<file path="src/rtl/ddo_pkg.sv">
`default_nettype none
// ----------------------------------------------------------------------------
// Odometry package
// Shared constants, types and the arctangent table of the odometry core.
// ----------------------------------------------------------------------------
package ddo_pkg;

  localparam int unsigned CordicSteps = 16;
  localparam int unsigned TableLen    = 24;
  localparam int unsigned StepW       = $clog2(TableLen);

  localparam logic [50:0] TwoPiQ48   = 51'h6487ED5110B46;
  localparam logic [50:0] PiQ48      = 51'h3243F6A8885A3;
  localparam logic signed [33:0] PiQ30     = 34'sh0C90FDAA2;
  localparam logic signed [33:0] HalfPiQ30 = 34'sh06487ED51;
  localparam logic signed [33:0] GainQ30   = 34'sh026DD3B6A;

  localparam logic RegInchesPerDegree = 1'b0;
  localparam logic RegInverseTrack    = 1'b1;

  typedef enum logic [3:0] {
    ST_IDLE, ST_MEAN, ST_COEF, ST_HEAD, ST_FIX, ST_CORDIC, ST_MULT, ST_ACC, ST_OUT
  } ddo_state_e;

  function automatic logic [29:0] atan_q30(input logic [StepW-1:0] i);
    case (i)
      5'd0:  atan_q30 = 30'h3243F6A8;
      5'd1:  atan_q30 = 30'h1DAC6705;
      5'd2:  atan_q30 = 30'h0FADBAFC;
      5'd3:  atan_q30 = 30'h07F56EA6;
      5'd4:  atan_q30 = 30'h03FEAB76;
      5'd5:  atan_q30 = 30'h01FFD55B;
      5'd6:  atan_q30 = 30'h00FFFAAA;
      5'd7:  atan_q30 = 30'h007FFF55;
      5'd8:  atan_q30 = 30'h003FFFEA;
      5'd9:  atan_q30 = 30'h001FFFFD;
      5'd10: atan_q30 = 30'h000FFFFF;
      5'd11: atan_q30 = 30'h0007FFFF;
      5'd12: atan_q30 = 30'h0003FFFF;
      5'd13: atan_q30 = 30'h0001FFFF;
      5'd14: atan_q30 = 30'h0000FFFF;
      5'd15: atan_q30 = 30'h00007FFF;
      5'd16: atan_q30 = 30'h00003FFF;
      5'd17: atan_q30 = 30'h00001FFF;
      5'd18: atan_q30 = 30'h00000FFF;
      5'd19: atan_q30 = 30'h000007FF;
      5'd20: atan_q30 = 30'h000003FF;
      5'd21: atan_q30 = 30'h000001FF;
      5'd22: atan_q30 = 30'h000000FF;
      5'd23: atan_q30 = 30'h0000007F;
      default: atan_q30 = '0;
    endcase
  endfunction

endpackage
`default_nettype wire

</file>
<file path="src/rtl/ddo_serial_mul.sv">
`default_nettype none
// ----------------------------------------------------------------------------
// Serial multiplier
// Unsigned shift-and-add multiplier, one multiplier bit per cycle.
// ----------------------------------------------------------------------------
module ddo_serial_mul (
  input  logic        clk_i,
  input  logic        rst_ni,
  input  logic        start_i,
  input  logic [32:0] a_i,
  input  logic [32:0] b_i,
  output logic        done_o,
  output logic [65:0] p_o
);
  logic [65:0] acc_q, acc_d;
  logic [32:0] a_q, a_d, b_q, b_d;
  logic [5:0]  cnt_q, cnt_d;
  logic        busy_q, busy_d, done_q, done_d;
  logic [66:0] sum;

  always_comb begin
    acc_d  = acc_q;
    a_d    = a_q;
    b_d    = b_q;
    cnt_d  = cnt_q;
    busy_d = busy_q;
    done_d = 1'b0;
    sum    = '0;
    if (start_i) begin
      acc_d  = '0;
      a_d    = a_i;
      b_d    = b_i;
      cnt_d  = 6'd33;
      busy_d = 1'b1;
    end else if (busy_q) begin
      // take one multiplier bit, LSB first; add at the top, then shift down
      sum   = {1'b0, acc_q} + (b_q[0] ? {1'b0, a_q, 33'd0} : 67'd0);
      acc_d = sum[66:1];
      b_d   = {1'b0, b_q[32:1]};
      cnt_d = cnt_q - 6'd1;
      if (cnt_q == 6'd1) begin
        busy_d = 1'b0;
        done_d = 1'b1;
      end
    end
  end

  always_ff @(posedge clk_i or negedge rst_ni) begin
    if (!rst_ni) begin
      busy_q <= 1'b0;
      done_q <= 1'b0;
      cnt_q  <= '0;
    end else begin
      busy_q <= busy_d;
      done_q <= done_d;
      cnt_q  <= cnt_d;
    end
  end

  always_ff @(posedge clk_i) begin
    acc_q <= acc_d;
    a_q   <= a_d;
    b_q   <= b_d;
  end

  // full product after 33 steps
  assign p_o    = acc_q;
  assign done_o = done_q;

  a_busy_count: assert property (@(posedge clk_i) disable iff (!rst_ni)
    busy_q |-> cnt_q != 6'd0) else $error("mul busy with zero count");
  a_done_pulse: assert property (@(posedge clk_i) disable iff (!rst_ni)
    done_q |-> !busy_q) else $error("mul done while busy");
  a_start: assert property (@(posedge clk_i) disable iff (!rst_ni)
    start_i |=> busy_q) else $error("mul did not start");
endmodule
`default_nettype wire

</file>
<file path="src/rtl/ddo_cordic.sv">
`default_nettype none
// ----------------------------------------------------------------------------
// CORDIC rotator
// Sine and cosine in Q.30, one rotation per cycle.
// ----------------------------------------------------------------------------
module ddo_cordic (
  input  logic               clk_i,
  input  logic               rst_ni,
  input  logic               start_i,
  input  logic signed [33:0] angle_i,
  output logic               done_o,
  output logic signed [33:0] sin_o,
  output logic signed [33:0] cos_o
);
  import ddo_pkg::*;

  logic signed [33:0] x_q, x_d, y_q, y_d, z_q, z_d;
  logic               flip_q, flip_d, busy_q, busy_d, done_q, done_d;
  logic [StepW-1:0]   i_q, i_d;
  logic signed [33:0] xs, ys, at;

  assign xs = x_q >>> i_q;
  assign ys = y_q >>> i_q;
  assign at = $signed({4'd0, atan_q30(i_q)});

  always_comb begin
    x_d = x_q; y_d = y_q; z_d = z_q; flip_d = flip_q;
    i_d = i_q; busy_d = busy_q; done_d = 1'b0;
    if (start_i) begin
      x_d = GainQ30;
      y_d = '0;
      i_d = '0;
      busy_d = 1'b1;
      if (angle_i > HalfPiQ30) begin
        z_d = angle_i - PiQ30; flip_d = 1'b1;
      end else if (angle_i < -HalfPiQ30) begin
        z_d = angle_i + PiQ30; flip_d = 1'b1;
      end else begin
        z_d = angle_i; flip_d = 1'b0;
      end
    end else if (busy_q) begin
      if (!z_q[33]) begin
        x_d = x_q - ys; y_d = y_q + xs; z_d = z_q - at;
      end else begin
        x_d = x_q + ys; y_d = y_q - xs; z_d = z_q + at;
      end
      i_d = i_q + 1'b1;
      if (i_q == StepW'(CordicSteps - 1)) begin
        busy_d = 1'b0;
        done_d = 1'b1;
      end
    end
  end

  always_ff @(posedge clk_i or negedge rst_ni) begin
    if (!rst_ni) begin
      busy_q <= 1'b0;
      done_q <= 1'b0;
      i_q    <= '0;
    end else begin
      busy_q <= busy_d;
      done_q <= done_d;
      i_q    <= i_d;
    end
  end

  always_ff @(posedge clk_i) begin
    x_q <= x_d; y_q <= y_d; z_q <= z_d; flip_q <= flip_d;
  end

  assign sin_o  = flip_q ? -y_q : y_q;
  assign cos_o  = flip_q ? -x_q : x_q;
  assign done_o = done_q;

  a_step_range: assert property (@(posedge clk_i) disable iff (!rst_ni)
    busy_q |-> i_q < StepW'(CordicSteps)) else $error("cordic step overrun");
  a_done_idle: assert property (@(posedge clk_i) disable iff (!rst_ni)
    done_q |-> !busy_q) else $error("cordic done while busy");
  a_start: assert property (@(posedge clk_i) disable iff (!rst_ni)
    start_i |=> busy_q) else $error("cordic did not start");
endmodule
`default_nettype wire

</file>
<file path="src/rtl/ddo_heading.sv">
`default_nettype none
// ----------------------------------------------------------------------------
// Heading reducer
// Bit-serial multiply of degree difference by the coefficient, modulo 2*pi.
// ----------------------------------------------------------------------------
module ddo_heading (
  input  logic               clk_i,
  input  logic               rst_ni,
  input  logic               start_i,
  input  logic signed [32:0] ddeg_i,
  input  logic [47:0]        coef_i,
  output logic               done_o,
  output logic signed [51:0] head_o
);
  import ddo_pkg::*;

  logic [50:0] r_q, r_d, c_q, c_d;
  logic [32:0] mag_q, mag_d;
  logic        neg_q, neg_d, busy_q, busy_d, done_q, done_d;
  logic [5:0]  cnt_q, cnt_d;
  logic [51:0] t1, t2, fin;

  always_comb begin
    r_d = r_q; c_d = c_q; mag_d = mag_q; neg_d = neg_q;
    cnt_d = cnt_q; busy_d = busy_q; done_d = 1'b0;
    t1 = '0; t2 = '0;
    if (start_i) begin
      r_d    = '0;
      c_d    = {3'd0, coef_i};
      neg_d  = ddeg_i[32];
      mag_d  = ddeg_i[32] ? 33'(-ddeg_i) : 33'(ddeg_i);
      cnt_d  = 6'd33;
      busy_d = 1'b1;
    end else if (busy_q) begin
      // double, then add coefficient when this magnitude bit is set
      t1 = {r_q, 1'b0};
      if (t1 >= {1'b0, TwoPiQ48}) t1 = t1 - {1'b0, TwoPiQ48};
      t2 = mag_q[32] ? t1 + {1'b0, c_q} : t1;
      if (t2 >= {1'b0, TwoPiQ48}) t2 = t2 - {1'b0, TwoPiQ48};
      r_d   = t2[50:0];
      mag_d = {mag_q[31:0], 1'b0};
      cnt_d = cnt_q - 6'd1;
      if (cnt_q == 6'd1) begin
        busy_d = 1'b0;
        done_d = 1'b1;
      end
    end
  end

  always_ff @(posedge clk_i or negedge rst_ni) begin
    if (!rst_ni) begin
      busy_q <= 1'b0;
      done_q <= 1'b0;
      cnt_q  <= '0;
    end else begin
      busy_q <= busy_d;
      done_q <= done_d;
      cnt_q  <= cnt_d;
    end
  end

  always_ff @(posedge clk_i) begin
    r_q <= r_d; c_q <= c_d; mag_q <= mag_d; neg_q <= neg_d;
  end

  always_comb begin
    fin = (neg_q && r_q != '0) ? {1'b0, TwoPiQ48 - r_q} : {1'b0, r_q};
    if (fin >= {1'b0, PiQ48}) fin = fin - {1'b0, TwoPiQ48};
  end

  assign head_o = $signed(fin);
  assign done_o = done_q;

  a_rem_range: assert property (@(posedge clk_i) disable iff (!rst_ni)
    busy_q |-> r_q < TwoPiQ48) else $error("heading remainder out of range");
  a_done_idle: assert property (@(posedge clk_i) disable iff (!rst_ni)
    done_q |-> !busy_q) else $error("heading done while busy");
  a_start: assert property (@(posedge clk_i) disable iff (!rst_ni)
    start_i |=> busy_q) else $error("heading did not start");
endmodule
`default_nettype wire

</file>
<file path="src/rtl/differential_drive_odometry_core.sv">
`default_nettype none
// ----------------------------------------------------------------------------
// Differential-drive odometry core
// Encoder samples in, saturating X/Y position and heading out.
// ----------------------------------------------------------------------------
// One item at a time: a sample occupies the core from its acceptance until
// the next item can be taken. It runs four serial multiplies (mean, heading
// coefficient, X delta, Y delta) of 33 steps each, a 33-step bit-serial
// modulo reduction, CordicSteps rotations, and the control states for accept,
// CORDIC start, the two accumulates and output; the bit-serial units take
// most of the time. A reset item clears the accumulators and goes straight
// to output. A new item is taken while the previous result waits in the
// output register; the next result is held until that one leaves. Configure
// only while idle with no result waiting.
module differential_drive_odometry_core (
  input  logic                clk_i,
  input  logic                rst_ni,
  input  logic                in_valid_i,
  output logic                in_ready_o,
  input  logic                operation_i,
  input  logic signed [31:0]  left_degrees_i,
  input  logic signed [31:0]  right_degrees_i,
  output logic                out_valid_o,
  input  logic                out_ready_i,
  output logic signed [31:0]  x_position_o,
  output logic signed [31:0]  y_position_o,
  output logic signed [18:0]  heading_o,
  input  logic                cfg_valid_i,
  output logic                cfg_ready_o,
  input  logic                cfg_index_i,
  input  logic [23:0]         cfg_data_i
);
  import ddo_pkg::*;

  ddo_state_e state_q, state_d;

  logic [23:0] ipd_q, itr_q;
  logic signed [31:0] prev_q, prev_d, xacc_q, xacc_d, yacc_q, yacc_d;
  logic signed [31:0] left_q, right_q;
  logic signed [32:0] delta_q, delta_d;
  logic signed [51:0] h48_q, h48_d;
  logic signed [33:0] sin_q, sin_d, cos_q, cos_d;
  logic signed [31:0] xo_q, xo_d, yo_q, yo_d;
  logic signed [18:0] ho_q, ho_d;
  logic        ov_q, ov_d;
  logic        phase_q, phase_d;
  logic signed [65:0] dx_q, dx_d;

  // shared serial multiplier
  logic        mul_start, mul_done;
  logic [32:0] mul_a, mul_b;
  logic [65:0] mul_p;
  logic        neg_a, neg_b;

  ddo_serial_mul u_mul (
    .clk_i, .rst_ni, .start_i(mul_start), .a_i(mul_a), .b_i(mul_b),
    .done_o(mul_done), .p_o(mul_p)
  );

  logic hd_start, hd_done;
  logic signed [51:0] hd_out;
  logic signed [32:0] ddeg;

  // the coefficient product is still held by the multiplier at start
  ddo_heading u_head (
    .clk_i, .rst_ni, .start_i(hd_start), .ddeg_i(ddeg), .coef_i(mul_p[47:0]),
    .done_o(hd_done), .head_o(hd_out)
  );

  logic cr_start, cr_done;
  logic signed [33:0] cr_sin, cr_cos;

  ddo_cordic u_cordic (
    .clk_i, .rst_ni, .start_i(cr_start), .angle_i(34'(h48_q >>> 18)),
    .done_o(cr_done), .sin_o(cr_sin), .cos_o(cr_cos)
  );

  assign ddeg = 33'(left_q) - 33'(right_q);

  // mean, sign-magnitude multiply: (l+r) * ipd
  logic signed [32:0] lr_sum, in_sum;
  logic [32:0]        in_mag;
  assign lr_sum = 33'(left_q) + 33'(right_q);
  assign in_sum = 33'(left_degrees_i) + 33'(right_degrees_i);
  assign in_mag = in_sum[32] ? 33'(-in_sum) : 33'(in_sum);

  // trig operands: Q.28 sine/cosine times delta
  logic signed [33:0] trig_op, sin_next, cos_next;
  logic [32:0]        dlt_mag, sin_next_mag, cos_next_mag;
  assign trig_op      = phase_q ? (cos_q >>> 2) : (sin_q >>> 2);
  assign dlt_mag      = delta_q[32] ? 33'(-delta_q) : 33'(delta_q);
  assign sin_next     = cr_sin >>> 2;
  assign sin_next_mag = sin_next[33] ? 33'(-sin_next) : 33'(sin_next);
  assign cos_next     = cos_q >>> 2;
  assign cos_next_mag = cos_next[33] ? 33'(-cos_next) : 33'(cos_next);

  logic signed [66:0] sprod;
  logic signed [66:0] mean_full;
  logic signed [57:0] mean_sh;
  logic signed [34:0] acc_sum;
  logic signed [31:0] mean_sat, acc_sat, acc_cur;

  assign sprod = (neg_a ^ neg_b) ? -$signed({1'b0, mul_p}) : $signed({1'b0, mul_p});

  always_comb begin
    mean_full = sprod;
    mean_sh   = 58'(mean_full >>> 9);
    if (mean_sh > 58'sd2147483647)       mean_sat = 32'sh7FFFFFFF;
    else if (mean_sh < -58'sd2147483648) mean_sat = 32'sh80000000;
    else                                  mean_sat = mean_sh[31:0];
    acc_cur = phase_q ? yacc_q : xacc_q;
    acc_sum = 35'(acc_cur) + 35'(dx_q >>> 28);
    if (acc_sum > 35'sd2147483647)       acc_sat = 32'sh7FFFFFFF;
    else if (acc_sum < -35'sd2147483648) acc_sat = 32'sh80000000;
    else                                  acc_sat = acc_sum[31:0];
  end

  always_comb begin
    state_d = state_q;
    prev_d = prev_q; xacc_d = xacc_q; yacc_d = yacc_q;
    delta_d = delta_q; h48_d = h48_q; sin_d = sin_q; cos_d = cos_q;
    xo_d = xo_q; yo_d = yo_q; ho_d = ho_q; ov_d = ov_q; phase_d = phase_q;
    dx_d = dx_q;
    mul_start = 1'b0; mul_a = '0; mul_b = '0;
    neg_a = 1'b0; neg_b = 1'b0;
    hd_start = 1'b0; cr_start = 1'b0;
    in_ready_o = 1'b0;
    if (ov_q && out_ready_i) ov_d = 1'b0;
    case (state_q)
      ST_IDLE: begin
        in_ready_o = 1'b1;
        if (in_valid_i) begin
          if (operation_i) begin
            prev_d = '0; xacc_d = '0; yacc_d = '0;
            state_d = ST_OUT;
          end else begin
            state_d = ST_MEAN;
            mul_start = 1'b1;
            mul_a = in_mag; mul_b = {9'd0, ipd_q};
          end
        end
      end
      ST_MEAN: begin
        neg_a = lr_sum[32];
        if (mul_done) begin
          delta_d = 33'(mean_sat) - 33'(prev_q);
          prev_d  = mean_sat;
          mul_start = 1'b1;
          mul_a = {9'd0, ipd_q}; mul_b = {9'd0, itr_q};
          state_d = ST_COEF;
        end
      end
      ST_COEF: begin
        if (mul_done) begin
          hd_start = 1'b1;
          state_d = ST_HEAD;
        end
      end
      ST_HEAD: begin
        if (hd_done) begin
          h48_d = hd_out;
          state_d = ST_FIX;
        end
      end
      ST_FIX: begin
        cr_start = 1'b1;
        state_d = ST_CORDIC;
      end
      ST_CORDIC: begin
        if (cr_done) begin
          sin_d = cr_sin; cos_d = cr_cos;
          phase_d = 1'b0;
          state_d = ST_MULT;
          mul_start = 1'b1;
          mul_a = sin_next_mag; mul_b = dlt_mag;
        end
      end
      ST_MULT: begin
        neg_a = trig_op[33]; neg_b = delta_q[32];
        if (mul_done) begin
          dx_d = sprod[65:0];
          state_d = ST_ACC;
        end
      end
      ST_ACC: begin
        if (phase_q) begin
          yacc_d = acc_sat;
          state_d = ST_OUT;
        end else begin
          xacc_d = acc_sat;
          phase_d = 1'b1;
          mul_start = 1'b1;
          mul_a = cos_next_mag; mul_b = dlt_mag;
          state_d = ST_MULT;
        end
      end
      ST_OUT: begin
        // hold until the previous result has left
        if (!ov_q || out_ready_i) begin
          xo_d = xacc_q; yo_d = yacc_q;
          ho_d = (prev_q == '0 && xacc_q == '0 && yacc_q == '0 && h48_q == '0)
                 ? '0 : 19'(h48_q >>> 32);
          ov_d = 1'b1;
          state_d = ST_IDLE;
        end
      end
      default: state_d = ST_IDLE;
    endcase
  end

  assign cfg_ready_o = (state_q == ST_IDLE) && !ov_q;

  always_ff @(posedge clk_i or negedge rst_ni) begin
    if (!rst_ni) begin
      state_q <= ST_IDLE;
      ov_q    <= 1'b0;
      ipd_q   <= 24'd402653;
      itr_q   <= 24'd3050402;
      prev_q  <= '0;
      xacc_q  <= '0;
      yacc_q  <= '0;
      h48_q   <= '0;
      phase_q <= 1'b0;
    end else begin
      state_q <= state_d;
      ov_q    <= ov_d;
      prev_q  <= prev_d;
      xacc_q  <= xacc_d;
      yacc_q  <= yacc_d;
      h48_q   <= (state_q == ST_IDLE && in_valid_i && operation_i) ? '0 : h48_d;
      phase_q <= phase_d;
      if (cfg_valid_i && cfg_ready_o) begin
        if (cfg_index_i == RegInchesPerDegree) ipd_q <= cfg_data_i;
        else                                   itr_q <= cfg_data_i;
      end
    end
  end

  always_ff @(posedge clk_i) begin
    if (state_q == ST_IDLE && in_valid_i) begin
      left_q  <= left_degrees_i;
      right_q <= right_degrees_i;
    end
    delta_q <= delta_d; sin_q <= sin_d; cos_q <= cos_d;
    xo_q <= xo_d; yo_q <= yo_d; ho_q <= ho_d; dx_q <= dx_d;
  end

  assign out_valid_o  = ov_q;
  assign x_position_o = xo_q;
  assign y_position_o = yo_q;
  assign heading_o    = ho_q;

  a_hold_result: assert property (@(posedge clk_i) disable iff (!rst_ni)
    (ov_q && !out_ready_i) |=> (ov_q && $stable(xo_q) && $stable(yo_q) && $stable(ho_q)))
    else $error("result overwritten");
  a_idle_ready: assert property (@(posedge clk_i) disable iff (!rst_ni)
    in_ready_o |-> state_q == ST_IDLE) else $error("ready while busy");
  a_head_range: assert property (@(posedge clk_i) disable iff (!rst_ni)
    ov_q |-> (ho_q >= -19'sd205888 && ho_q <= 19'sd205887))
    else $error("heading out of range");
endmodule
`default_nettype wire
</file>
<file path="config.mk">
export PLATFORM = sky130hd
export DESIGN_NAME = differential_drive_odometry_core
export DESIGN_NICKNAME = d
export VERILOG_FILES = /design/src/rtl/ddo_pkg.sv /design/src/rtl/ddo_serial_mul.sv /design/src/rtl/ddo_cordic.sv /design/src/rtl/ddo_heading.sv /design/src/rtl/differential_drive_odometry_core.sv
export SDC_FILE = /design/constraint.sdc
export NUM_CORES = 2
export LEC_CHECK = 0
export BUFFER_PORTS_ARGS = -buffer_cell sky130_fd_sc_hd__buf_2
export CORE_ASPECT_RATIO = 0.7
export CORE_MARGIN = 2
export CORE_UTILIZATION = 54
export DETAILED_ROUTE_END_ITERATION = 7
export PLACE_DENSITY = 0.72
export RECOVER_POWER = 25
export SETUP_SLACK_MARGIN = 0.05
export SKIP_CTS_REPAIR_TIMING = 1
export SYNTH_ARGS = -nofsm -noshare
export SYNTH_HDL_FRONTEND = slang
export SYNTH_SLANG_ARGS = --single-unit
</file>
<file path="constraint.sdc">
create_clock -name clk_i -period 22.8 [get_ports clk_i]
set_clock_uncertainty 0.15 [all_clocks]
set_input_delay 1.14 -clock clk_i [delete_from_list [all_inputs] [get_ports clk_i]]
set_output_delay 1.14 -clock clk_i [all_outputs]
set_load 0.05 [all_outputs]
</file>
==> impl_metrics.py <==
metrics = {
    "timing": {
        "fin_crit_ps": 11750,
        "tightestPinTransition_ps": 5140,
        "fin_crit_sh_pct": 51.5,
        "setup_viol": 0,
        "slew_violations": 363,
        "worst_hold_slack_ps": 320,
        "rsz0062_at_grt": "no",
        "fmax_mhz": 85.1,
        "fin_setup_tns_ps": 0,
        "finalHoldViolCount": 0,
        "slew_headroom_pct": -243,
    },
    "critical_path": {
        "slowest_delay_ps": 950,
        "critical-path-top-delay-family": "simple AND/OR/NAND/NOR gates",
        "critical_path_class": "flop to flop",
        "arrival_ps": 12200,
        "cp_max_fo": 31,
        "crit_path_end_kind": "flop",
        "crit_buf_inv": 1,
        "crit_slowest_cell": "nor4b_1",
        "critPathRequiredTime_ps": 23250,
        "start_kind": "flop",
    },
    "synthesis": {
        "synth_ff_type": "edfxtp_1",
        "synth_seq_cells": 823,
        "ys_warn_count": 0,
        "async_flop_share_pct": 25.2,
        "avgSynthCellArea_um2": 8.70,
        "netlist_area_um2": 65600,
        "synth-edff-count": 431,
        "syn_inst": 7537,
        "synth_fp_nets": 8009,
        "synth.distinct_cells": 93,
        "synth.yosys.seq_area_share_pct": 33.3,
    },
    "status": {
        "violations": "design-rule violations, max-capacitance violations, max-slew violations",
        "outcome": "finished with violations",
    },
    "grt": {
        "grt_overflow": 0,
        "use_met2_pct": 46.7,
        "grt_pass1_wl_um": 314000,
        "grt.total_usage_pct": 32.2,
        "grt_max_degree": 90,
        "grt_pass1_vias": 52300,
        "met1_usage_pct": 48.2,
        "top_usage_layer": "met1",
        "antenna_found_initial": 7,
        "gr-usage-met3_pct": 7.30,
    },
    "cts": {
        "cts-root-buf": "clkbuf_16",
        "clk_latency_ps": 740,
        "cts_tree": "done",
        "numCtsBuffers": 86,
        "cts_sinks": 823,
        "clk_path_buf_depth": 3,
        "clk_pin_slew_ps": 70,
        "htreeDepth": 3,
    },
    "detailed_routing": {
        "wirelength_um": 205000,
        "vias": 58400,
        "final_antenna_net_count": 0,
        "dr.pass1.iters": 8,
        "drt_iter0_drc": 7832,
        "viasPerCell": 6.42,
        "route.detailed.drc": 1,
        "wl_per_cell_um": 22.6,
    },
    "cells_and_area": {
        "multi_input_area_um2": 41100,
        "area_delta_synth_final_pct": 6.92,
        "drive_above_1_share_pct": 8.66,
        "regArea_um2": 21900,
        "nFillCells": 10600,
        "final_net_count": 7880,
    },
    "hold_path": {
        "hold_path_class": "flop to flop",
    },
    "run": {
        "cap_violations": 5,
    },
    "floorplanning": {
        "rows": 106,
        "fp.dieW_um": 421,
        "start_util_pct": 54.7,
        "ioPinCount": 181,
        "die_area_um2": 124000,
        "fp.dieH_um": 296,
        "coreArea_um2": 120000,
    },
    "placed_design": {
        "io_buffers": 180,
        "hpwlAfterDp_um": 156000,
        "gp_congestion": 0.995,
    },
}
cell type report:
cell class              instances  share of cell area (%)
well taps                    1620                    2.89
clock inverters                51                   0.667
clock buffers                 111                    3.38
inverters                     250                    1.34
repair buffers                254                    1.95
multi-input cells            5993                    58.6
diodes                          1                 0.00357
flip-flops and latches        823                    31.2
cell usage in the layout, fill, tap and decap left out, types with 63 or more instances in the layout:
cell type	netlist	final
o21ai_0	511	511
nor4_1	68	67
and2_1	92	92
nor3_1	160	158
xor2_1	290	289
a31oi_1	82	82
o31ai_1	76	76
xnor2_1	506	506
a21o_1	126	126
clkbuf_16	0	90
nand2_1	728	727
a211oi_1	66	66
nand2b_1	72	72
nor2b_1	65	63
or3_1	83	83
inv_1	239	235
ha_1	368	368
a21oi_1	531	531
dfxtp_1	185	185
nand3_1	171	170
mux2_2	101	101
buf_4	0	70
dfrtp_1	186	178
mux4_2	79	79
buf_2	4	119
and3_1	70	69
nor2_1	713	707
o21a_1	79	79
mux2i_1	166	166
clkbuf_1	407	82
edfxtp_1	431	431
Yosys cell counts (all sizes together), types with 76 or more instances:
cell / instances / area share [%]
edfxtp: 431 / 20
dfrtp: 186 / 7.1
o21a: 79 / 0.90
nor2: 713 / 4.1
o31ai: 76 / 0.87
a31oi: 82 / 0.78
mux4: 79 / 2.7
and2: 95 / 0.91
xnor2: 506 / 6.8
or3: 89 / 0.89
nor3: 161 / 1.2
ha: 368 / 7.0
mux2: 101 / 1.7
xor2: 290 / 3.9
clkbuf: 407 / 2.3
o21ai: 514 / 3.9
nand2: 728 / 4.2
a21oi: 531 / 4.1
a21o: 126 / 1.4
nand3: 171 / 1.3
dfxtp: 185 / 5.6
inv: 242 / 1.4
mux2i: 166 / 2.5
per-layer routing:
metal	wire length [um]	vias to the layer above
li1	-	27200
met1	92800	28000
met2	85000	2856
met3	21900	324
met4	5580	10
met5	72	-
sequential cells by signal (all words and copies together) (netlist names), 33 cells and up:
register      flops
dx_q             35
u_cordic.y_q     34
u_head.mag_q     33
u_cordic.x_q     34
u_head.r_q       51
h48_q            34
u_head.c_q       48
u_mul.b_q        33
u_mul.a_q        33
u_mul.p_o        66
delta_q          33
u_cordic.z_q     34
final timing paths:
path	start	to	slack [ps]	depth (start not counted)
min in group asynchronous	rst_ni	yacc_q[5]	2150	1
max	u_mul.p_o[5]	delta_q[32]	11050	33
min	u_mul.p_o[0]	u_head.c_q[0]	320	0
max in group asynchronous	rst_ni	phase_q	14760	2
max reg2reg	u_mul.p_o[5]	delta_q[32]	11050	33
min reg2reg	u_mul.p_o[0]	u_head.c_q[0]	320	0
logic make-up (layout without fill, tap and decap cells):
kind of cell	count (synthesis)	in the layout	synth area share [%]
AND/OR/NAND/NOR	2440	2440	17.6
AO/OA/AOI/OAI	2034	2034	20.1
flip-flops	823	823	33.3
XOR/XNOR	796	796	10.6
buffers and inverters	721	666	4.13
adder cells (fa/ha/maj)	377	377	7.29
multiplexers	346	346	6.98
other	0	1	0
through the flow:
| step | utilization [%] | instances | setup slack, ps | cell area, um^2 |
|---|---|---|---|---|
| 6_report | 58.5 | 9103 | 11050 | 70100 |
| 5_1_grt | 58.5 | 9102 | 10440 | 70100 |
| 4_1_cts | 58.6 | 9102 | 11300 | 70300 |
| 3_5_place_dp | 56.2 | 8940 | 11360 | 67400 |
| 3_3_place_gp | 56.2 | 8940 | 11730 | 67400 |
| 2_1_floorplan | - | 7537 | 13820 | 65600 |
Power is not shown: default switching activity piles up to over one toggle a cycle in this logic, so the estimate is an artifact.
